## src/rtl/utf8v_pkg.sv

```systemverilog
// Shared types and constants for the UTF-8 validator.
`default_nettype none
package utf8v_pkg;
	localparam int POSITION_BITS = 32;
	localparam int OFFSET_W      = 32;
	localparam int VERDICT_W     = 3;
	localparam int IN_TDATA_W    = 8;
	localparam int OUT_PAD_W     = 5;
	localparam int OUT_TDATA_W   = VERDICT_W + OFFSET_W + OUT_PAD_W;

	localparam logic [7:0] MASK_E0 = 8'hE0;
	localparam logic [7:0] MASK_F0 = 8'hF0;
	localparam logic [7:0] MASK_F8 = 8'hF8;
	localparam logic [7:0] MASK_C0 = 8'hC0;
	localparam logic [7:0] LEAD2   = 8'hC0;
	localparam logic [7:0] LEAD3   = 8'hE0;
	localparam logic [7:0] LEAD4   = 8'hF0;
	localparam logic [7:0] CONT    = 8'h80;

	typedef enum logic [VERDICT_W-1:0] {
		VERDICT_VALID     = 3'd0,
		VERDICT_BOM       = 3'd1,
		VERDICT_BAD_LEAD  = 3'd2,
		VERDICT_TRUNCATED = 3'd3,
		VERDICT_BAD_CONT  = 3'd4
	} verdict_t;

	typedef struct packed {
		logic [7:0] data_byte;
		logic       end_of_file;
	} item_t;

	typedef struct packed {
		verdict_t              verdict;
		logic [OFFSET_W-1:0]   error_offset;
	} result_t;

	// Byte order mark, EF BB BF.
	function automatic logic [7:0] mark_byte(input logic [1:0] idx);
		logic [7:0] m;
		case (idx)
			2'd0:    m = 8'hEF;
			2'd1:    m = 8'hBB;
			2'd2:    m = 8'hBF;
			default: m = 8'h00;
		endcase
		return m;
	endfunction
endpackage
`default_nettype wire

```

## src/rtl/utf8v_in_reg.sv

```systemverilog
// Input register for incoming bytes and the advance decision.
`default_nettype none
module utf8v_in_reg (
	input  wire logic                              clk,
	input  wire logic                              arst_n,
	input  wire logic                              s_tvalid,
	output logic                                   s_tready,
	input  wire logic [utf8v_pkg::IN_TDATA_W-1:0]  s_tdata,
	input  wire logic                              s_tlast,
	input  wire logic                              out_free,
	output utf8v_pkg::item_t                       item,
	output logic                                   advance
);
	import utf8v_pkg::*;

	logic  valid_s1;
	item_t item_s1;

	// A non-final byte never waits for the result register.
	assign advance  = valid_s1 && (!item_s1.end_of_file || out_free);
	assign s_tready = !valid_s1 || advance;
	assign item     = item_s1;

	always_ff @(posedge clk or negedge arst_n) begin
		if (!arst_n) begin
			valid_s1 <= 1'b0;
		end else if (s_tready) begin
			valid_s1 <= s_tvalid;
		end
	end

	always_ff @(posedge clk) begin
		if (s_tvalid && s_tready) begin
			item_s1.data_byte   <= s_tdata[7:0];
			item_s1.end_of_file <= s_tlast;
		end
	end
endmodule
`default_nettype wire

```

## src/rtl/utf8v_step.sv

```systemverilog
// Per-byte UTF-8 decode state and verdict logic.
`default_nettype none
module utf8v_step (
	input  wire logic        clk,
	input  wire logic        arst_n,
	input  wire logic        advance,
	input  utf8v_pkg::item_t item,
	output utf8v_pkg::result_t result
);
	import utf8v_pkg::*;

	logic [POSITION_BITS-1:0] byte_offset_q, byte_offset_n;
	logic [1:0]               expect_q, expect_n;
	logic [POSITION_BITS-1:0] lead_offset_q, lead_offset_n;
	logic                     pend_q, pend_n;
	logic [POSITION_BITS-1:0] pend_offset_q, pend_offset_n;
	logic                     mark_q, mark_n;
	verdict_t                 err_q, err_n;
	logic [POSITION_BITS-1:0] err_pos_q, err_pos_n;

	logic [7:0]               b;
	logic [POSITION_BITS-1:0] pos;

	always_comb begin
		b             = item.data_byte;
		pos           = byte_offset_q;
		expect_n      = expect_q;
		lead_offset_n = lead_offset_q;
		pend_n        = pend_q;
		pend_offset_n = pend_offset_q;
		mark_n        = mark_q;
		err_n         = err_q;
		err_pos_n     = err_pos_q;

		if (err_q == VERDICT_VALID) begin
			if (expect_q == 2'd0) begin
				lead_offset_n = pos;
				pend_n        = 1'b0;
				if (!b[7]) begin
					expect_n = 2'd0;
				end else if ((b & MASK_E0) == LEAD2) begin
					expect_n = 2'd1;
				end else if ((b & MASK_F0) == LEAD3) begin
					expect_n = 2'd2;
				end else if ((b & MASK_F8) == LEAD4) begin
					expect_n = 2'd3;
				end else begin
					err_n     = VERDICT_BAD_LEAD;
					err_pos_n = pos;
				end
			end else begin
				if ((b & MASK_C0) != CONT && !pend_q) begin
					pend_n        = 1'b1;
					pend_offset_n = pos;
				end
				expect_n = expect_q - 2'd1;
				// bad continuation commits only once the sequence is complete
				if (expect_n == 2'd0 && pend_n) begin
					err_n     = VERDICT_BAD_CONT;
					err_pos_n = pend_offset_n;
					pend_n    = 1'b0;
				end
			end
		end

		if (mark_q && pos < POSITION_BITS'(3)) begin
			if (b != mark_byte(pos[1:0])) begin
				mark_n = 1'b0;
			end else if (pos == POSITION_BITS'(2)) begin
				err_n     = VERDICT_BOM;
				err_pos_n = '0;
			end
		end

		byte_offset_n = (&pos) ? pos : pos + POSITION_BITS'(1);

		if (item.end_of_file && err_n == VERDICT_VALID && expect_n != 2'd0) begin
			err_n     = VERDICT_TRUNCATED;
			err_pos_n = lead_offset_n;
		end

		result.verdict      = err_n;
		result.error_offset = (err_n == VERDICT_VALID) ? '0 : err_pos_n[OFFSET_W-1:0];
	end

	always_ff @(posedge clk or negedge arst_n) begin
		if (!arst_n) begin
			byte_offset_q <= '0;
			expect_q      <= 2'd0;
			lead_offset_q <= '0;
			pend_q        <= 1'b0;
			pend_offset_q <= '0;
			mark_q        <= 1'b1;
			err_q         <= VERDICT_VALID;
			err_pos_q     <= '0;
		end else if (advance) begin
			if (item.end_of_file) begin
				byte_offset_q <= '0;
				expect_q      <= 2'd0;
				lead_offset_q <= '0;
				pend_q        <= 1'b0;
				pend_offset_q <= '0;
				mark_q        <= 1'b1;
				err_q         <= VERDICT_VALID;
				err_pos_q     <= '0;
			end else begin
				byte_offset_q <= byte_offset_n;
				expect_q      <= expect_n;
				lead_offset_q <= lead_offset_n;
				pend_q        <= pend_n;
				pend_offset_q <= pend_offset_n;
				mark_q        <= mark_n;
				err_q         <= err_n;
				err_pos_q     <= err_pos_n;
			end
		end
	end
endmodule
`default_nettype wire

```

## src/rtl/utf8v_out_reg.sv

```systemverilog
// Result register holding the verdict until it is taken.
`default_nettype none
module utf8v_out_reg (
	input  wire logic                               clk,
	input  wire logic                               arst_n,
	input  wire logic                               load,
	input  utf8v_pkg::result_t                      result,
	output logic                                    out_free,
	output logic                                    m_tvalid,
	input  wire logic                               m_tready,
	output logic [utf8v_pkg::OUT_TDATA_W-1:0]       m_tdata
);
	import utf8v_pkg::*;

	logic    valid_q;
	result_t result_q;

	assign out_free = !valid_q || m_tready;
	assign m_tvalid = valid_q;
	assign m_tdata  = {OUT_PAD_W'(0), result_q.error_offset, result_q.verdict};

	always_ff @(posedge clk or negedge arst_n) begin
		if (!arst_n) begin
			valid_q <= 1'b0;
		end else if (load) begin
			valid_q <= 1'b1;
		end else if (m_tready) begin
			valid_q <= 1'b0;
		end
	end

	always_ff @(posedge clk) begin
		if (load) begin
			result_q <= result;
		end
	end
endmodule
`default_nettype wire

```

## src/rtl/utf8_no_bom_validator.sv

```systemverilog
// Top level of the UTF-8 file validator without byte order mark.
// Takes one byte of a file per cycle on the s_ stream, tlast marking the
// file's final byte, and gives one verdict item on the m_ stream per file:
// valid, or the first error (leading EF BB BF mark, bad lead byte, sequence
// truncated at end of file, bad continuation) with its byte position.
// Each byte passes an input register, then combinational decode logic into
// the decode state; for the final byte the verdict is then loaded into
// the result register. Bytes are taken back to back at one per
// cycle; input stalls only when a final byte waits on a full result
// register that is not being read. State returns to reset after each file.
`default_nettype none
module utf8_no_bom_validator (
	input  wire logic                              clk,
	input  wire logic                              arst_n,
	input  wire logic                              s_tvalid,
	output logic                                   s_tready,
	input  wire logic [utf8v_pkg::IN_TDATA_W-1:0]  s_tdata,  // [7:0] data_byte
	input  wire logic                              s_tlast,  // end_of_file
	output logic                                   m_tvalid,
	input  wire logic                              m_tready,
	output logic [utf8v_pkg::OUT_TDATA_W-1:0]      m_tdata   // [2:0] verdict,
	                                                         // [34:3] error_offset,
	                                                         // [39:35] zero
);
	import utf8v_pkg::*;

	item_t   item;
	result_t result;
	logic    advance;
	logic    out_free;

	utf8v_in_reg u_in (
		.clk      (clk),
		.arst_n   (arst_n),
		.s_tvalid (s_tvalid),
		.s_tready (s_tready),
		.s_tdata  (s_tdata),
		.s_tlast  (s_tlast),
		.out_free (out_free),
		.item     (item),
		.advance  (advance)
	);

	utf8v_step u_step (
		.clk     (clk),
		.arst_n  (arst_n),
		.advance (advance),
		.item    (item),
		.result  (result)
	);

	utf8v_out_reg u_out (
		.clk      (clk),
		.arst_n   (arst_n),
		.load     (advance && item.end_of_file),
		.result   (result),
		.out_free (out_free),
		.m_tvalid (m_tvalid),
		.m_tready (m_tready),
		.m_tdata  (m_tdata)
	);
endmodule
`default_nettype wire

```

## config.mk

```make
export PLATFORM = sky130hd
export DESIGN_NAME = utf8_no_bom_validator
export DESIGN_NICKNAME = d
export VERILOG_FILES = /design/src/rtl/utf8v_pkg.sv /design/src/rtl/utf8v_in_reg.sv /design/src/rtl/utf8v_step.sv /design/src/rtl/utf8v_out_reg.sv /design/src/rtl/utf8_no_bom_validator.sv
export SDC_FILE = /design/constraint.sdc
export NUM_CORES = 1
export LEC_CHECK = 0
export BUFFER_PORTS_ARGS = -buffer_cell sky130_fd_sc_hd__buf_2
export CORE_UTILIZATION = 45
export DETAILED_ROUTE_END_ITERATION = 10
export GPL_ROUTABILITY_DRIVEN = 0
export SKIP_LAST_GASP = 1
export SYNTH_ARGS = -nofsm -noshare
export SYNTH_HDL_FRONTEND = slang
export SYNTH_HIERARCHICAL = 1
export SYNTH_SLANG_ARGS = --single-unit
```

## constraint.sdc

```tcl
create_clock -name clk -period 5 [get_ports clk]
set_input_delay 1 -clock clk [delete_from_list [all_inputs] [get_ports clk]]
set_output_delay 1 -clock clk [all_outputs]
set_load 0.1 [all_outputs]
```

# Yosys cells after proc, flatten, opt, wreduce, memory -nomap -nowiden
# Cells that the tools add are included.
dict set report totals {
  output_inout_bits 42
  regBits 181
  wordCells 112
  input_bits 13
}
dict set report op_classes {
  addsub 2
  reduce_logical 31
  n_lt_le_gt_ge 1
  n_mux 54
  n_eq_ne 10
}
# cell n
set op_table {}
lappend op_table {{$mux 32} 21}
lappend op_table {{$mux 3} 12}
lappend op_table {{$add 32x1->32 const B} 1}
lappend op_table {{$eq 32x2->1 const B} 1}
lappend op_table {{$lt 32x2->1 const B} 1}
lappend op_table {{$reduce_and 32->1} 1}
lappend op_table {{$pmux 8 s3} 1}
lappend op_table {{$mux 2} 7}
lappend op_table {{$mux 1} 12}
lappend op_table {{$reduce_bool 2->1} 5}
lappend op_table {{$logic_not 3->1} 3}
lappend op_table {{$logic_and 1x1->1} 8}
lappend op_table {{$mux 8} 1}
lappend op_table {{$ne 8x8->1} 1}
lappend op_table {{$logic_not 2->1} 3}
lappend op_table {{$ne 2x2->1 const B} 3}
lappend op_table {{$reduce_and 3->1} 2}
lappend op_table {{$eq 5x5->1 const B} 1}
lappend op_table {{$eq 4x4->1 const B} 1}
lappend op_table {{$logic_not 1->1} 4}
lappend op_table {{$reduce_and 2->1} 2}
lappend op_table {{$eq 3x3->1 const B} 1}
lappend op_table {{$logic_or 1x1->1} 3}
lappend op_table {{$eq 2x1->1 const B} 1}
lappend op_table {{2 further kinds} 2}

# Logic depth before layout (Yosys ltp)
# Gate-level depths: netlist of run 1.
dict set report logic_depth {
  word_depth 17
  ltp_mapped 9
  mapped_depth_nobuf 8
}

# Modules after synthesis
# Netlist of run 1, hierarchy kept.
# mod seq_area_each_um2 instances area_per_inst_um2 cells_each
set modules_own_cells {}
lappend modules_own_cells {utf8v_step 3379.5 1 7634.8 755}
lappend modules_own_cells {utf8v_out_reg 1076.0 1 1139.8 44}
lappend modules_own_cells {utf8v_in_reg 295.3 1 341.6 15}
lappend modules_own_cells {utf8_no_bom_validator 0.0 1 6.3 1}

# Worst setup path after synthesis of run 1
# OpenSTA, ideal clock, no wires.
dict set report synth_path {
  path_kind {input -> register}
  start {input port m_tready}
  end {register u_step.byte_offset_q[27]}
  path_stages 9
  setup_ns 0.078
  path_buffers 1
  arrival_ns 2.686
  t_required_ns 4.922
  setup_slack_ns 2.236
  cell_sequence {nand2b_4 > inv_1 > a21boi_0 > clkbuf_1 > nand2_1 > nor3_2 > nand4_1 > or4_1 > a21oi_1}
}
dict set report synth_between {
  elab_chain_cells 4
}
# element line_no
set synth_rtl {}
lappend synth_rtl {{start: declaration} utf8_no_bom_validator.sv:20} ;# input wire logic m_tready,
lappend synth_rtl {{$logic_or 1x1->1} utf8v_out_reg.sv:18} ;# assign out_free = !valid_q || m_tready;
lappend synth_rtl {{$logic_or 1x1->1} utf8v_in_reg.sv:20} ;# assign advance = valid_s1 && (!item_s1.end_of_file || out_free);
lappend synth_rtl {{$logic_and 1x1->1} utf8v_in_reg.sv:20}
lappend synth_rtl {{net advance} utf8_no_bom_validator.sv:29} ;# logic advance;
lappend synth_rtl {{$reduce_and 2->1 (no source line)} -}
lappend synth_rtl {{end signal: assignment} utf8v_step.sv:107} ;# byte_offset_q <= byte_offset_n;
lappend synth_rtl {{end: declaration} utf8v_step.sv:12} ;# logic [POSITION_BITS-1:0] byte_offset_q, byte_offset_n;
# The timed path passes the listed nets, and every way through them passes these cells.
# A chain may end at the register's enable or synchronous reset.

# Worst setup path in the final report of run 1
dict set report layout_path {
  start {register u_step.byte_offset_q[1]}
  end {register u_out.result_q (netlist bit u_out/m_tdata[28]), data pin}
}
dict set report layout_between {
  elab_chain_cells 11
  word_cells_on_any_way 21
  classes_between {order compare: 1; eq/ne: 4; mux: 10; reduce/logical: 6}
}
# element line_no
set layout_rtl {}
lappend layout_rtl {{parallel branches: the longest is 11 deep, another holds $lt 32x2->1} -}
lappend layout_rtl {{end signal: assignment} utf8v_out_reg.sv:34} ;# result_q <= result;
lappend layout_rtl {{end: declaration} utf8v_out_reg.sv:16} ;# result_t result_q;
# Parallel ways; which one is timed is not known. The select of a mux whose other input is x is not followed.

==> summary.txt, run 1 <==
GRT
  – Number of global-route vias before repair: 6859
  – Routing usage on met2: around 37%
  – Largest net degree at the start of global routing: 70
  – Gr usage total: approximately 23%
  – Gr ovfl total: 0
  – Grt met1 use: 31.9%
  – Busiest grt layer: met2
  – Met3 usage: under 10%
  – First-pass GRT wire length: around 37000 µm
  – Initial antenna violation count: 0

Floorplanning
  – Initial core utilization: ~46%
  – Die Wd: ~140 µm
  – Die Y: between 100 and 150 µm
  – Placement row count: 51
  – Total Die Area: approximately 21000 µm²
  – I/O Pins: 55
  – Core area: between 15000 and 20000 µm²

Min path
  – Min-delay src: u_step/pend_offset_q[3]
  – Hold depth: 1
  – Worst Hold End: u_step/pend_offset_q[3]
  – HP Class: reg2reg

Power
  – PwrDens: 438 nW/µm²
  – Seq pwr share: roughly 42%
  – Comb pwr share: between 20% and 30%
  – Int Power: around 2.9 mW
  – Max VDD drop: approximately 0.26 mV
  – Leak: just under 4 nW
  – Sw Pwr: 1.49 mW
  – Clock power frac: ~34%
  – Sw Ratio: 34.1%
  – Tot Pwr: roughly 4.4 mW

Critical path
  – Crit path from: u_step/byte_offset_q[1]
  – CP max stage delay: roughly 970 ps
  – CP Cell Sequence: ha_1 -> or4b_1 -> o31ai_1 -> nand4_2 -> o21ai_4 -> o22ai_1
  – Reg-to-reg setup timing slack: ~1500 ps
  – Top delay family on crit path: compound AO/OA/AOI/OAI gates
  – Critical path required time: a little over 5000 ps
  – Critical Path AT: about 3600 ps
  – Worst flop-to-flop path startpoint: u_step/byte_offset_q[1]
  – Startpoint Class: register
  – Worst r2r dst: u_out/m_tdata[28]
  – Setup CP Type: reg2reg
  – Worst R2R Path Depth: 6
  – Worst-path fanout max: 31
  – Crit. End Element: register
  – Worst Path Buf+Inv: 0
  – Slowest-stage cell, CP: o21ai_4

Final layout
  – Final nets: between 800 and 900
  – ANT cells: 0
  – Fin util: a little over 50%
  – Commonest non-fill, non-tap cell in the layout: dfrtp_1
  – Sequential cell area: ~4800 µm²
  – Share of layout cells above drive strength 1: 15.2%
  – Most frequent cells in the layout: dfrtp_1, o2bb2ai_1, buf_2, edfxtp_1, nand2b_1
  – Synthesis-to-layout area growth: 9.52%
  – Fill cells: 1781
  – Multi-input gate area: 3890 µm²

Clock tree
  – CTS hold repair buffers: 0
  – Clk buf depth: 2
  – Post-cts sizing count: 0
  – Clk sinks: approximately 180
  – H-tree levels: 4
  – CTS buffer count: 17
  – Setup Fix Bufs, Post-CTS: 0
  – CTS clk-pin slew, worst paths: 60 ps
  – CTS tree: yes
  – Clk_lat worst skew: ~430 ps
  – Clock root cell: clkbuf_16

Place
  – Setup WS pre-CTS: 1440 ps
  – DP HPWL: roughly 13000 µm
  – PortBufs: slightly below 50

Outcome
  – Status: finished, final reports clean

Detailed routing
  – DR pass1 iterations: 5
  – Initial drt markers: 533
  – Antenna-violating nets left: 0
  – Post-DR wirelength/cell: approximately 21 µm
  – DR vias/cell: 6.43
  – Final wirelength: about 23000 µm
  – # DRC: 0
  – Vias: roughly 7000

Yosys
  – Post-synth EDFFs: 44
  – Post-synthesis sequential element count: between 150 and 200
  – YS warnings: 6
  – Sequential share of the synthesized area: between 50 and 60%
  – Primary FF master, synth: dfrtp_1
  – Yosys cell types: 76
  – Asr flop ratio synth: 75.7%
  – Synthesized cell area: just over 9000 µm²
  – Post-Synthesis Cells: between 800 and 900
  – Post-Syn Area per Cell: ~11 µm²

Timing
  – Fin crit share: 69.3%
  – Slew margin rel.: approximately an eighth
  – FMAX: just under 0.3 GHz
  – Post-layout min period: about 3500 ps
  – Setup TNS: 0 ps
  – Setup ws final: 1530 ps
  – Slew Limit Fails: 0
  – Clock Skew: roughly 11 ps
  – Slew @ Worst Pin: 1320 ps
  – Hold Fails Final Rpt: 0
  – Setup violators final: 0
  – RSZ-0062 raised after global routing: no

Flow run
  – Max-cap violation count: 0
## logic make-up after synthesis
family,count (synthesis),synth area share [%]
AOI/OAI and AO/OA,289,24.0
xor gates and xnor gates,4,0.384
adders and majority gates,3,0.412
buffers and inverters,106,6.21
DFF,181,52.1
muxes,28,3.10
other,1,0.0411
and+or+nand+nor,203,13.8
## how the worst max path moves through the flow
stage | end | slack (ps) | cells past startpoint
finish | u_out/m_tdata[28] | 1530 | 6
global route | u_out/m_tdata[28] | 1300 | 6
CTS | u_out/m_tdata[28] | 1500 | 6
detailed placement | u_step/byte_offset_q[11] | 1440 | 9
global placement | u_step/byte_offset_q[11] | 1530 | 9
floorplan | u_step/byte_offset_q[27] | 2240 | 9
## layer usage
| layer | part of all wire, % | wire (µm) |
|---|---|---|
| met5 | 0 | 0 |
| met2 | 47 | 10600 |
| met4 | 1.3 | 286 |
| met1 | 46 | 10400 |
| met3 | 5.8 | 1300 |
## through the flow
| step | hold WS (ps) | instances | instance area [µm²] |
|---|---|---|---|
| floorplan | 456 | 819 | 9140 |
| global placement | 471 | 1048 | 9350 |
| detailed placement | 473 | 1048 | 9350 |
| CTS | 494 | 1080 | 9990 |
| global route | 503 | 1080 | 9990 |
| finish | 490 | 1080 | 9990 |
## registers in the layout, summed over array words and instances, names as in the netlist
register / cells
u_step/err_q: 3
u_step/lead_offset_q: 32
u_step/byte_offset_q: 32
u_in/valid_s1: 1
u_step/pend_q: 1
u_step/mark_q: 1
u_out/m_tdata: 35
u_step/err_pos_q: 32
u_step/expect_q: 2
u_step/pend_offset_q: 32
u_in/item: 9
u_out/m_tvalid: 1
## Yosys cell counts, drive strengths merged, types with 4 or more instances
master	n	share of area [%]
nand4	15	1.5
inv	11	0.45
and3	6	0.43
o211ai	10	0.82
or4	7	0.58
o2bb2ai	65	6.2
o221ai	31	3.0
buf	50	3.5
edfxtp	44	14
a22oi	34	2.8
nand3	20	1.2
o41ai	6	0.58
nor3	9	0.66
mux2i	26	2.9
dfrtp	136	37
nand2	34	1.4
or3	13	0.91
nor2	26	1.1
a22o	32	3.1
a21oi	27	1.6
and2	5	0.38
clkbuf	43	1.8
nand2b	39	2.8
o31ai	8	0.66
o21ai	25	1.4
o311ai	6	0.58
o22ai	33	2.3
and4	6	0.67
nor4	12	1.1
xor2	4	0.38
## power by group through the flow
| stage | logic, mW | registers [mW] | clock network (mW) |
|---|---|---|---|
| 2_1_floorplan | 0.666 | 2.01 | 0 |
| 3_3_place_gp | 1.08 | 1.83 | 0 |
| 3_5_place_dp | 1.10 | 1.84 | 0 |
| 4_1_cts | 1.10 | 1.81 | 1.50 |
| 5_1_grt | 1.18 | 1.84 | 1.55 |
| 6_report | 1.10 | 1.82 | 1.47 |
## cell type report
cell class,instances,share of cell area [%]
sequential,181,47.6
multi-input combinational,532,38.9
clock buffer,21,4.41
timing repair buffer,59,3.39
tap,265,3.32
clock inverter,11,1.99
inverter,11,0.413
## worst register-to-register path: cells and delay by family (launching register included)
| kind | cells | cell delay, ps |
|---|---|---|
| AND/OR/NAND/NOR | 2 | 830 |
| flip-flops | 1 | 500 |
| AO/OA/AOI/OAI | 3 | 1360 |
| adder cells (fa/ha/maj) | 1 | 460 |
Power figures use the tool's default switching activity.
==> inputs of run 2 (changes only) <==
Clock period 5 ns to 3 ns, I/O delays scaled along.
==> run 2 against run 1 <==
Net effect:
- via count is 0.66% higher
- sequential power is 66% higher
- sequential share of layout area is 0.58 points lower
- global-route usage is 1.4 points higher
- final cell count is 2.6% higher
- count of clock-buffer cells in the layout is 1 lower
- total power is 63% higher
- combinational power is 74% higher
==> summary.txt, run 2 (synthesized netlist as in run 1, its figures left out) <==
Min path
  – HP Class: in2async

Place
  – Placed cell count: 1076
  – DP HPWL: between 10000 and 15000 µm
  – PortBufs: approximately 50
  – Area after DPL: between 9000 and 10000 µm²
  – Setup WS pre-CTS: 485 ps

Critical path
  – Worst-path fanout max: 15
  – CP Cell Sequence: ha_1 -> or4b_1 -> o31ai_1 -> nand4_2 -> o21ai_2 -> buf_4 -> o22ai_1
  – Crit. End Element: register
  – Setup CP Type: reg2reg
  – Worst R2R Path Depth: 7
  – Critical Path AT: about 2700 ps
  – Critical path required time: approximately 3200 ps
  – CP max stage delay: roughly 480 ps
  – Slowest-stage cell, CP: dfrtp_1
  – Startpoint Class: register
  – Reg-to-reg setup timing slack: approximately 490 ps
  – Worst flop-to-flop path startpoint: u_step/byte_offset_q[1]
  – Worst r2r dst: u_out/m_tdata[4]

Floorplanning
  – Die Y: roughly 140 µm
  – Initial core utilization: 46.4%
  – I/O Pins: 55
  – Die Wd: approximately 140 µm
  – Placement row count: around 50
  – Core area: ~20000 µm²
  – Total Die Area: 20800 µm²

Power
  – Sw Ratio: a little over a third
  – Clock power frac: between 30 and 40%
  – Tot Pwr: around 7.2 mW
  – Leak: ~4 nW
  – Seq pwr share: a little over two fifths
  – Int Power: about 4.6 mW
  – Sw Pwr: around 2.6 mW
  – Max VDD drop: approximately 0.40 mV
  – Comb pwr share: 26.7%
  – PwrDens: about 710 nW/µm²

Clock tree
  – Clk buf depth: 2
  – Clock root cell: clkbuf_16
  – Clk_lat worst skew: about 440 ps
  – Post-cts sizing count: 0
  – H-tree levels: 4
  – CTS tree: yes
  – CTS hold repair buffers: 0
  – Setup Fix Bufs, Post-CTS: 0
  – CTS buffer count: 17
  – Clk sinks: around 180
  – CTS clk-pin slew, worst paths: around 70 ps

Flow run
  – Max-cap violation count: 0

Timing
  – Setup ws final: ~500 ps
  – Setup TNS: 0 ps
  – Slew @ Worst Pin: around 620 ps
  – Slew Limit Fails: 0
  – Clock Skew: between 10 and 15 ps
  – Fin crit share: a little over four fifths
  – WHS: approximately 11 ps
  – Post-layout min period: between 2000 and 3000 ps
  – FMAX: between 0.3 and 0.4 GHz
  – Hold Fails Final Rpt: 0
  – RSZ-0062 raised after global routing: no
  – Setup violators final: 0
  – Slew margin rel.: between 50% and 60%

Final layout
  – Number of flip-flops in the largest register: 35
  – Final nets: around 850
  – Fill cells: 1755
  – Final cell area excluding filler cells: approximately 10000 µm²
  – Share of layout cells above drive strength 1: 18.3%
  – ANT cells: 0
  – Final non-filler cell total: 1108
  – Commonest non-fill, non-tap cell in the layout: dfrtp_1
  – Synthesis-to-layout area growth: 10.9%
  – Most frequent cells in the layout: dfrtp_1, o2bb2ai_1, buf_2, edfxtp_1
  – Fin util: roughly half

Detailed routing
  – DR pass1 iterations: 5
  – Antenna-violating nets left: 0
  – Vias: approximately 7000
  – Post-DR wirelength/cell: about 21 µm
  – # DRC: 0
  – Initial drt markers: around 620
  – Final wirelength: roughly 24000 µm
  – DR vias/cell: roughly 6.3

GRT
  – Busiest grt layer: met2
  – Initial antenna violation count: 0
  – Gr usage total: between 20% and 30%
  – Gr ovfl total: 0
  – First-pass GRT wire length: 38800 µm
  – Largest net degree at the start of global routing: 80
  – Routing usage on met2: 38.8%
  – Number of global-route vias before repair: between 6000 and 7000
  – Met3 usage: under 10%
  – Grt met1 use: roughly a third

Outcome
  – Status: finished, final reports clean
run 2: cell count changes in the layout (fill, tap and decap cells not counted), sizes merged:
cell | previous run | this run
buf | 59 | 87
bufinv | 5 | 1
clkinvlp | 0 | 4
inv | 13 | 15
clkbuf | 21 | 20
clkinv | 4 | 3
run 2: power by group through the flow:
stage | clock network (mW) | logic, mW | registers [mW]
6_report | 2.23 | 1.91 | 3.02
3_3_place_gp | 0 | 1.86 | 3.05
5_1_grt | 2.38 | 2.04 | 3.05
2_1_floorplan | 0 | 1.11 | 3.34
4_1_cts | 2.27 | 1.90 | 3.02
3_5_place_dp | 0 | 1.89 | 3.06
run 2: area by class of cell:
| cell class | count | area (µm²) | area share (%) |
|---|---|---|---|
| multi-input cells | 532 | 3860 | 38.1 |
| well taps | 265 | 332 | 3.28 |
| flip-flops and latches | 181 | 4750 | 47.0 |
| repair buffers | 87 | 549 | 5.43 |
| clock buffers | 20 | 468 | 4.63 |
| inverters | 11 | 41.3 | 0.408 |
| clock inverters | 12 | 116 | 1.15 |
run 2: metal layers:
metal / part of all wire (%) / up-vias / wire length (µm)
met3: 5.1 / 22 / 1210
met5: 0 / - / 0
met2: 48 / 229 / 11400
met4: 1.7 / 0 / 396
li1: - / 3193 / -
met1: 45 / 3543 / 10800
run 2: worst max-delay path: cells and delay by family, from the launching register on:
family                   cells  cell delay [ps]
buffers and inverters        1              280
flip-flops                   1              480
adder cells (fa/ha/maj)      1              290
AND/OR/NAND/NOR              2              730
AO/OA/AOI/OAI                3              460
run 2: worst max-delay path by stage:
stage,from,to,slack (ps),cells past startpoint
after global placement,m_tready,u_step/err_pos_q[12],520,11
final,u_step/byte_offset_q[1],u_out/m_tdata[4],490,7
after CTS,u_step/byte_offset_q[1],u_out/m_tdata[17],550,7
after floorplan,u_out/m_tvalid,u_step/byte_offset_q[27],390,9
after global routing,u_step/byte_offset_q[1],u_out/m_tdata[10],380,7
after detailed placement,m_tready,u_step/err_pos_q[16],480,11
==> inputs of run 3 (changes only) <==
Clock period 3 ns to 2.4 ns, I/O delays scaled along.
==> run 3 against run 2 <==
Net effect:
- sequential share of layout area is 2.0 points lower
- final cell count is 3.1% higher
- largest power group unchanged
- die area stayed put
- global-route usage is 0.82 points higher
- non-clock buffer count is 33 higher
- wire length is 4.6% higher
- critical endpoint is now u_out/m_tdata[31]
- sequential power is 24% higher
- highest routed layer unchanged
- flip-flop and latch count stayed put
==> summary.txt, run 3 (synthesized netlist as in run 1, its figures left out) <==
Outcome
  – Status: finished, final reports clean

Clock tree
  – CTS tree: yes
  – CTS clk-pin slew, worst paths: ~70 ps
  – Setup Fix Bufs, Post-CTS: 0
  – CTS buffer count: 17
  – Clk sinks: about 180
  – Clock root cell: clkbuf_16
  – Clk_lat worst skew: around 440 ps
  – Clk buf depth: 2
  – H-tree levels: 4

Timing
  – Fin crit share: 95.3%
  – WHS: around 15 ps
  – Clock Skew: between 8 and 9 ps
  – Slew margin rel.: between 40% and 50%
  – FMAX: between 0.4 and 0.5 GHz
  – Slew Limit Fails: 0
  – Hold Fails Final Rpt: 0
  – Slew @ Worst Pin: 765 ps
  – Post-layout min period: between 2000 and 2500 ps
  – RSZ-0062 raised after global routing: no
  – Setup violators final: 0

GRT
  – Gr usage total: approximately a quarter
  – Initial antenna violation count: 0
  – Largest net degree at the start of global routing: slightly below 60
  – First-pass GRT wire length: approximately 40000 µm
  – Gr ovfl total: 0
  – Number of global-route vias before repair: slightly above 7000

Min path
  – HP Class: in2async

Final layout
  – Number of flip-flops in the largest register: 35
  – Synthesis-to-layout area growth: 15.8%
  – ANT cells: 0
  – Fin util: a little over half
  – Commonest non-fill, non-tap cell in the layout: dfrtp_1
  – Most frequent cells in the layout: dfrtp_1, o2bb2ai_1, buf_4, buf_2, edfxtp_1
  – Final non-filler cell total: about 1100
  – Share of layout cells above drive strength 1: between 20% and 30%
  – Fill cells: around 1700
  – Final nets: 880

Critical path
  – Worst r2r dst: u_out/m_tdata[31]
  – Slowest-stage cell, CP: or4b_1
  – Reg-to-reg setup timing slack: 110 ps
  – Startpoint Class: register
  – Crit. End Element: register
  – Critical path required time: 2570 ps
  – Worst Path Buf+Inv: 1
  – Worst flop-to-flop path startpoint: u_step/byte_offset_q[1]
  – Worst R2R Path Depth: 7
  – Worst-path fanout max: 14
  – CP max stage delay: between 400 and 500 ps
  – Top delay family on crit path: simple AND/OR/NAND/NOR gates
  – CP Cell Sequence: ha_1 -> or4b_1 -> o31ai_1 -> nand4_2 -> o21ai_2 -> buf_12 -> o22ai_1
  – Critical Path AT: ~2500 ps
  – Setup CP Type: reg2reg

Place
  – Placed cell count: around 1100
  – DP HPWL: between 15000 and 20000 µm
  – PortBufs: 49

Power
  – Leak: about 4.2 nW
  – Max VDD drop: approximately 0.54 mV
  – Comb pwr share: 28.5%
  – Clock power frac: ~31%
  – Sw Ratio: a little over a third
  – Int Power: 5.98 mW
  – Seq pwr share: about two fifths
  – Sw Pwr: 3.30 mW
  – Tot Pwr: 9.28 mW
  – PwrDens: 878 nW/µm²

Floorplanning
  – Core area: between 15000 and 20000 µm²
  – Initial core utilization: a little under half
  – Total Die Area: ~21000 µm²
  – Placement row count: 51
  – Die Y: approximately 140 µm
  – Die Wd: about 140 µm
  – I/O Pins: 55

Detailed routing
  – DR vias/cell: ~6.4
  – Antenna-violating nets left: 0
  – Vias: 7289
  – Post-DR wirelength/cell: about 22 µm
  – DR pass1 iterations: 5
  – # DRC: 0
  – Initial drt markers: approximately 600
  – Final wirelength: 24900 µm

Flow run
  – Max-cap violation count: 0
## run 3: timing repair
| action | 4_1_cts | 5_1_grt |
|---|---|---|
| resized for setup | 3 | 3 |
| cloned | 1 | 0 |
| hold buffers | 0 | 0 |
| pin swaps | 1 | 1 |
| setup endpoints to repair | 2 | 18 |
## run 3: per-layer routing
metal  GRT usage, %  share of wire (%)  vias to the layer above
met1           33.8                 45                     3693
met2           40.9                 48                      285
met3           5.43                5.7                       33
li1               -                  -                     3278
met4           8.59                1.7                        0
met5              0                  0                        -
## run 3: worst max path at each step
stage,startpoint,endpoint,cells after the start
after floorplan,u_out/m_tvalid,u_step/byte_offset_q[30],9
after global routing,u_step/byte_offset_q[1],u_step/byte_offset_q[0],8
after CTS,u_step/expect_q[1],u_out/m_tdata[31],5
after global placement,u_in/item[8],u_out/m_tdata[31],5
final,u_step/byte_offset_q[1],u_out/m_tdata[31],7
after detailed placement,u_in/item[8],u_out/m_tdata[31],5
## run 3: through the flow
stage	instance area (µm²)	setup TNS, ps	setup slack (ps)
finish	10600	0	113
CTS	10500	0	4.94
global route	10600	0	0.263
global placement	9920	0	73.6
detailed placement	9920	-76.8	-52.2
floorplan	9150	0	0.690
## run 3: layout make-up
type	instances	area, µm²	area share [%]
clock inverters	13	144	1.36
flip-flops and latches	181	4750	45.0
repair buffers	120	926	8.76
clock buffers	19	464	4.39
multi-input cells	533	3910	37.0
inverters	11	41.3	0.391
well taps	265	332	3.14
## run 3: power by group through the flow
stage               registers [mW]  clock network, mW  logic (mW)
detailed placement            3.79                  0        2.57
finish                        3.74               2.90        2.64
global placement              3.78                  0        2.51
CTS                           3.73               2.94        2.62
global route                  3.78               3.07        2.80
floorplan                     4.18                  0        1.39
## run 3: worst reg2reg max path, stage by stage, from the launching register on
cell and delay, ps:
dfrtp_1 420, ha_1 230, or4b_1 440, o31ai_1 90, nand4_2 200, o21ai_2 310
buf_12 200, o22ai_1 130
